===== src/hw/rtl/alu_pkg.sv =====
// Package with the operation codes shared by the arithmetic unit files.
`timescale 1ns / 1ps
package alu_pkg;
	typedef enum logic [1:0] {
		OP_ADD = 2'd0,
		OP_SUB = 2'd1,
		OP_MUL = 2'd2,
		OP_DIV = 2'd3
	} alu_op_t;
endpackage


===== src/hw/rtl/alu_cell.sv =====
// One cell of the arithmetic chain: a multiply step and a restoring divide step.
`timescale 1ns / 1ps
module alu_cell #(
	parameter int WORD_BITS = 32,
	parameter int STEP = 0
) (
	input  logic                 clk,
	input  logic                 arst_n,
	input  logic                 en,
	input  logic                 valid_in,
	input  logic [1:0]           op_in,
	input  logic [WORD_BITS-1:0] a_in,
	input  logic [WORD_BITS-1:0] b_in,
	input  logic [WORD_BITS-1:0] acc_in,
	input  logic [WORD_BITS-1:0] rem_in,
	output logic                 valid_out,
	output logic [1:0]           op_out,
	output logic [WORD_BITS-1:0] a_out,
	output logic [WORD_BITS-1:0] b_out,
	output logic [WORD_BITS-1:0] acc_out,
	output logic [WORD_BITS-1:0] rem_out
);
	import alu_pkg::*;

	localparam int BIT_IDX = WORD_BITS - 1 - STEP;

	logic [WORD_BITS-1:0] acc_nxt;
	logic [WORD_BITS-1:0] rem_nxt;
	logic [WORD_BITS:0]   shifted;

	// Multiply adds the shifted multiplicand; divide does one restoring step.
	always_comb begin
		acc_nxt = acc_in;
		rem_nxt = rem_in;
		shifted = {rem_in, a_in[BIT_IDX]};
		unique case (alu_op_t'(op_in))
			OP_MUL: begin
				if (b_in[STEP])
					acc_nxt = acc_in + (a_in << STEP);
			end
			OP_DIV: begin
				if (shifted >= {1'b0, b_in}) begin
					rem_nxt = WORD_BITS'(shifted - {1'b0, b_in});
					acc_nxt = acc_in | (WORD_BITS'(1) << BIT_IDX);
				end else begin
					rem_nxt = shifted[WORD_BITS-1:0];
				end
			end
			default: begin
			end
		endcase
	end

	// Hand the item to the next cell.
	always_ff @(posedge clk or negedge arst_n) begin
		if (!arst_n) begin
			valid_out <= 1'b0;
		end else if (en) begin
			valid_out <= valid_in;
		end
	end

	always_ff @(posedge clk) begin
		if (en) begin
			op_out  <= op_in;
			a_out   <= a_in;
			b_out   <= b_in;
			acc_out <= acc_nxt;
			rem_out <= rem_nxt;
		end
	end
endmodule


===== config.mk =====
export PLATFORM = sky130hd
export DESIGN_NAME = alu_cell
export DESIGN_NICKNAME = d
export VERILOG_FILES = /design/src/hw/rtl/alu_pkg.sv /design/src/hw/rtl/alu_cell.sv
export SDC_FILE = /design/constraint.sdc
export NUM_CORES = 1
export LEC_CHECK = 0
export BUFFER_PORTS_ARGS = -buffer_cell sky130_fd_sc_hd__buf_2
export CORE_UTILIZATION = 35
export CTS_CLUSTER_DIAMETER = 150
export CTS_CLUSTER_SIZE = 25
export DETAILED_ROUTE_END_ITERATION = 7
export PLACE_DENSITY = 0.61
export RECOVER_POWER = 50
export SYNTH_ARGS = -nofsm -noshare
export SYNTH_HDL_FRONTEND = slang
export SYNTH_SLANG_ARGS = --single-unit

===== constraint.sdc =====
create_clock -name clk -period 0.8 [get_ports clk]
set_clock_uncertainty 0.1 [all_clocks]
set_input_delay 0.12 -clock clk [delete_from_list [all_inputs] [get_ports clk]]
set_output_delay 0.12 -clock clk [all_outputs]
set_load 0.01 [all_outputs]

# After elaboration in Yosys (flattened, before gate mapping)
# Index checks and enable logic that the tools add are counted.
# totals
regBits,131
input_bits,134
output_inout_bits,131
elab_cells,16
# op_classes
addsub,2
order_cmp,1
eq_ne,2
mux,5
# ops
op,count
$mux 32,4
$pmux 32 s2,1
$ge 33x32->1,1
$add 32x32->32,1
$sub 32x32->32,1
$eq 2x2->1 const B,2

# Logic depth before layout (Yosys ltp)
# depth
ltp_word,3
ltp_mapped,14

# Worst setup path before layout
# No wires, ideal clock.
# synth_path
kind,input port to flip-flop
startpoint,in a_in[0]
endpoint,reg acc_out[28] (data pin)
setup_time_ns,0.269
arrival_time_ns,2.555
required_ns,0.431
setup_slack_ns,-2.124
cell_stages,12
path_buffers,0
cell_sequence,ha_1 -> inv_1 -> fa_1 -> nor2b_1 -> o21a_1 -> o21ai_0 -> a21oi_1 -> a21oi_1 -> o31a_1 -> o41ai_1 -> mux2i_1 -> o311ai_1
# synth_via
elab_chain_cells,3
# synth_rtl
item,line_no,text
"start, declared",alu_cell.sv:12,"input logic [WORD_BITS-1:0] a_in,"
$add 32x32->32,alu_cell.sv:39,acc_nxt = acc_in + (a_in << STEP);
$mux 32,alu_cell.sv:38,if (b_in[STEP])
$pmux 32 s2,alu_cell.sv:36,unique case (alu_op_t'(op_in))
net acc_nxt[28],alu_cell.sv:27,logic [WORD_BITS-1:0] acc_nxt;
"end signal, assigned",alu_cell.sv:68,acc_out <= acc_nxt;
"end, declared",alu_cell.sv:20,"output logic [WORD_BITS-1:0] acc_out,"
# The timed path passes the listed nets, and every way through them passes these cells.
# A chain may end at the register's enable or synchronous reset.

# Final worst setup path
# layout_path
startpoint,in acc_in[6]
endpoint,reg acc_out[27] (data pin)
# layout_via
elab_chain_cells,3
# layout_rtl
item,line_no,text
"start, declared",alu_cell.sv:14,"input logic [WORD_BITS-1:0] acc_in,"
$add 32x32->32,alu_cell.sv:39,
$mux 32,alu_cell.sv:38,
$pmux 32 s2,alu_cell.sv:36,
net acc_nxt[27],alu_cell.sv:27,
# The timed path passes the listed nets, and every way through them passes these cells.

==> qor.csv <==
metric,value,unit
highest-count cells in the layout ignoring fill and taps,"buf_4 (245), buf_2 (239), edfxtp_1 (130)",
"most common cell after layout, fill and taps aside",buf_4,
Power Density,1720,nW/um^2
overall fraction of global-route tracks in use,22.6,%
library cells used by synthesis,60,
count of max-cap constraint violations,0,
Starting Density,35.8,%
Lkg Pwr,6.74,nW
"Warnings, synthesis",0,
final total negative setup slack,-131.23,ns
number of search-and-repair iterations in the first detailed-routing pass,5,
count of nets left with antenna violations after detail routing,0,
total power draw,25.3,mW
Critical Path Start,acc_in[6],
clock transition at the register clock pins on the worst setup and hold paths after CTS,0.06,ns
post-synthesis compound-gate area fraction,19.2,%
Synth Flop Type,edfxtp_1,
Die X,157,um
worst-case register-to-register setup slack,-0.04,ns
startpoint of the lowest-slack register-to-register path,valid_out$_DFFE_PN0P_,
adder and majority cell fraction of the synthesized area,9.82,%
failing checks,"hold timing, setup timing",
Root Driver,clkbuf_16,
unrepaired setup endpoints after global routing,yes,
Sink Count,131,
capture point of the worst reg-to-reg path,valid_out$_DFFE_PN0P_,
status,"finished, violations left",
Placed Cells,1617,
later-pin clock latency in the skew report,0.42,ns
simple-gate area share of the yosys netlist,12.3,%
share of final-layout standard cells stronger than drive strength 1,49.6,%
Final setup viols,196,
number of standard cells after synthesis,827,
"Area growth, synth to finish",74.3,%
number of remaining DRC errors,0,
number of buffers created by CTS,17,
number of cell instances on the worst register-to-register path,1,
Synth Area in XOR/XNOR,4.98,%
Tightest Pin Transition,0.379,ns
number of H-tree levels,4,
Synth Register Bits,131,
proportion of synthesized chip area in sequential cells,46.6,%
maximum number of pins on one net before global-route repair,28,
final cell count without fillers,1756,
via density per instance,4.94,
Placement Setup Slack,-2.18,ns
number of antenna violations at the first check in global routing,0,
weighted congestion reported at the end of routability-driven placement,0.938,
Final Hold Violating Endpoints,35,
share of synthesized area spent on multiplexers,3.26,%
DP Wirelength,20700,um
Worst Hold Launch,a_in[6],
Detailed Route WL,28900,um
die span in y,157,um
count of input and output buffers,264,
FP Rows,56,
detailed-route via count,8673,
share of async-settable or async-resettable flops after synthesis,0.763,%
CTS tree,built,
"Endpoint, Worst Hold",a_out[6]$_DFFE_PP_,
WP data arrival,2.65,ns
Die Footprint,24700,sq um
final count of pins violating max slew,0,
WP data required,0.87,ns
total nets after synthesis,1026,
crit end category,flop,
achievable frequency,388,MHz
largest family of logic cells by synthesized area,compound AO/OA/AOI/OAI gates,
maximum fanout encountered on the critical timing path,4,
number of primary I/O pins,265,
Mapped Area,8430,sq um
final period utilization,323,%
final worst hold slack,-0.221,ns
Std-Cell Core Area,23500,sq um
number of global-route vias before repair,8592,
number of flops mapped to enable cells by yosys,130,
crit path time final,2.58,ns
nets,1623,
kind of path behind the tightest hold check,in2reg,
worst setup margin,-1.78,ns
routed wire length per instance,16.4,um
Worst Setup Path Type,in2reg,
clock tree buffer depth,2,
category of the worst setup path launch point,input port,
Slew headroom,74.8,%
IR Drop Worst-Case VDD,1340,uV
cell depth of the worst min-delay path,1,
DRT iter0 DRCs,351,
wire length of the first global-routing pass,42600,um
GRT overflow,0,
synthesized area per cell,10.2,sq um
[worst max-delay path: stages]
cell and delay, ns:
buf_8 0.10, ha_4 0.25, a2111o_1 0.40, a311o_1 0.45
a31oi_4 0.25, buf_4 0.14, buf_6 0.10, a311oi_4 0.10
a211oi_2 0.27, buf_4 0.16, buf_4 0.10, xor2_1 0.13
o21ai_0 0.08
[layout make-up]
| cell class | instances | area [sq um] |
|---|---|---|
| Fill cell | 1918 | 8840 |
| Multi-Input combinational cell | 614 | 5110 |
| Timing Repair Buffer | 611 | 4450 |
| Sequential cell | 131 | 3930 |
| Clock buffer | 18 | 429 |
| Tap cell | 319 | 399 |
| Inverter | 49 | 206 |
| Clock inverter | 13 | 183 |
| Antenna cell | 1 | 2.50 |
[stage by stage]
step	cell area [sq um]	util [%]	hold WS, ns
2_1_floorplan	8880	-	-0.276
3_3_place_gp	12300	52.2	-0.205
3_5_place_dp	12300	52.2	-0.203
4_1_cts	14200	60.5	-0.231
5_1_grt	14700	62.4	-0.235
6_report	14700	62.4	-0.221
[report_power, final]
| group | internal [mW] | switching [mW] | leakage [nW] |
|---|---|---|---|
| clock | 5.21 | 3.28 | 0.301 |
| sequential | 8.27 | 0.151 | 1.28 |
| combinational | 4.33 | 4.01 | 5.15 |
| total | 17.8 | 7.44 | 6.74 |
[state kept, by name (all words and copies together), names as in the netlist]
signal and flops:
a_out 32, b_out 32, acc_out 32, op_out 2
rem_out 32, valid_out 1
[what timing repair did]
action	in CTS	in global routing
cloned	4	0
setup endpoints to repair	196	197
hold buffers	65	1
resized for setup	105	88
pin swaps	66	81
setup buffers	24	20
hold endpoints to repair	106	33
[per-layer routing]
layer | global-route usage [%] | up-vias | wire length (um)
met5 | 0 | - | 0
met4 | 8.41 | 0 | 771
met3 | 4.30 | 46 | 1660
met2 | 42.6 | 280 | 15200
met1 | 24.7 | 4066 | 11300
li1 | - | 4281 | -
[kinds of logic after synthesis]
kind of cell | count (synthesis)
AOI/OAI and AO/OA | 256
and+or+nand+nor | 218
DFF | 131
buffers and inverters | 82
adders and majority gates | 65
xor gates and xnor gates | 48
muxes | 27
[how the worst max path moves through the flow]
stage / slack (ns) / end
floorplan: -1.88 / acc_out[31]$_DFFE_PP_
global placement: -2.19 / rem_out[30]$_DFFE_PP_
detailed placement: -2.18 / rem_out[30]$_DFFE_PP_
CTS: -1.71 / acc_out[31]$_DFFE_PP_
global route: -1.85 / acc_out[31]$_DFFE_PP_
finish: -1.78 / acc_out[27]$_DFFE_PP_
[cell usage after synthesis (3+ instances only)]
master	instances	area (sq um)
and3_1	8	50.1
o21a_1	10	75.1
a211o_1	5	43.8
nand2b_1	7	43.8
buf_2	4	20.0
mux2_2	3	33.8
nor3b_1	5	37.5
or2_2	3	18.8
xnor2_1	24	210
o31ai_1	5	37.5
mux2i_1	23	230
and4_1	3	26.3
nor3_1	14	70.1
nor2b_1	8	50.1
and2_1	10	62.6
nand3_1	18	90.1
a21oi_1	63	315
o21bai_1	6	45.0
nor2_1	42	158
a21boi_0	4	30.0
a2111oi_0	4	35.0
o21ai_1	6	30.0
inv_1	49	184
a211oi_1	6	45.0
edfxtp_1	130	3900
a21o_1	46	345
ha_1	63	788
a31oi_1	12	75.1
o211ai_1	5	37.5
nand4_1	12	75.1
xor2_1	24	210
clkbuf_1	27	101
nand2_1	80	300
o21ai_0	64	320
Note: power is estimated with default switching activity, not from simulation.
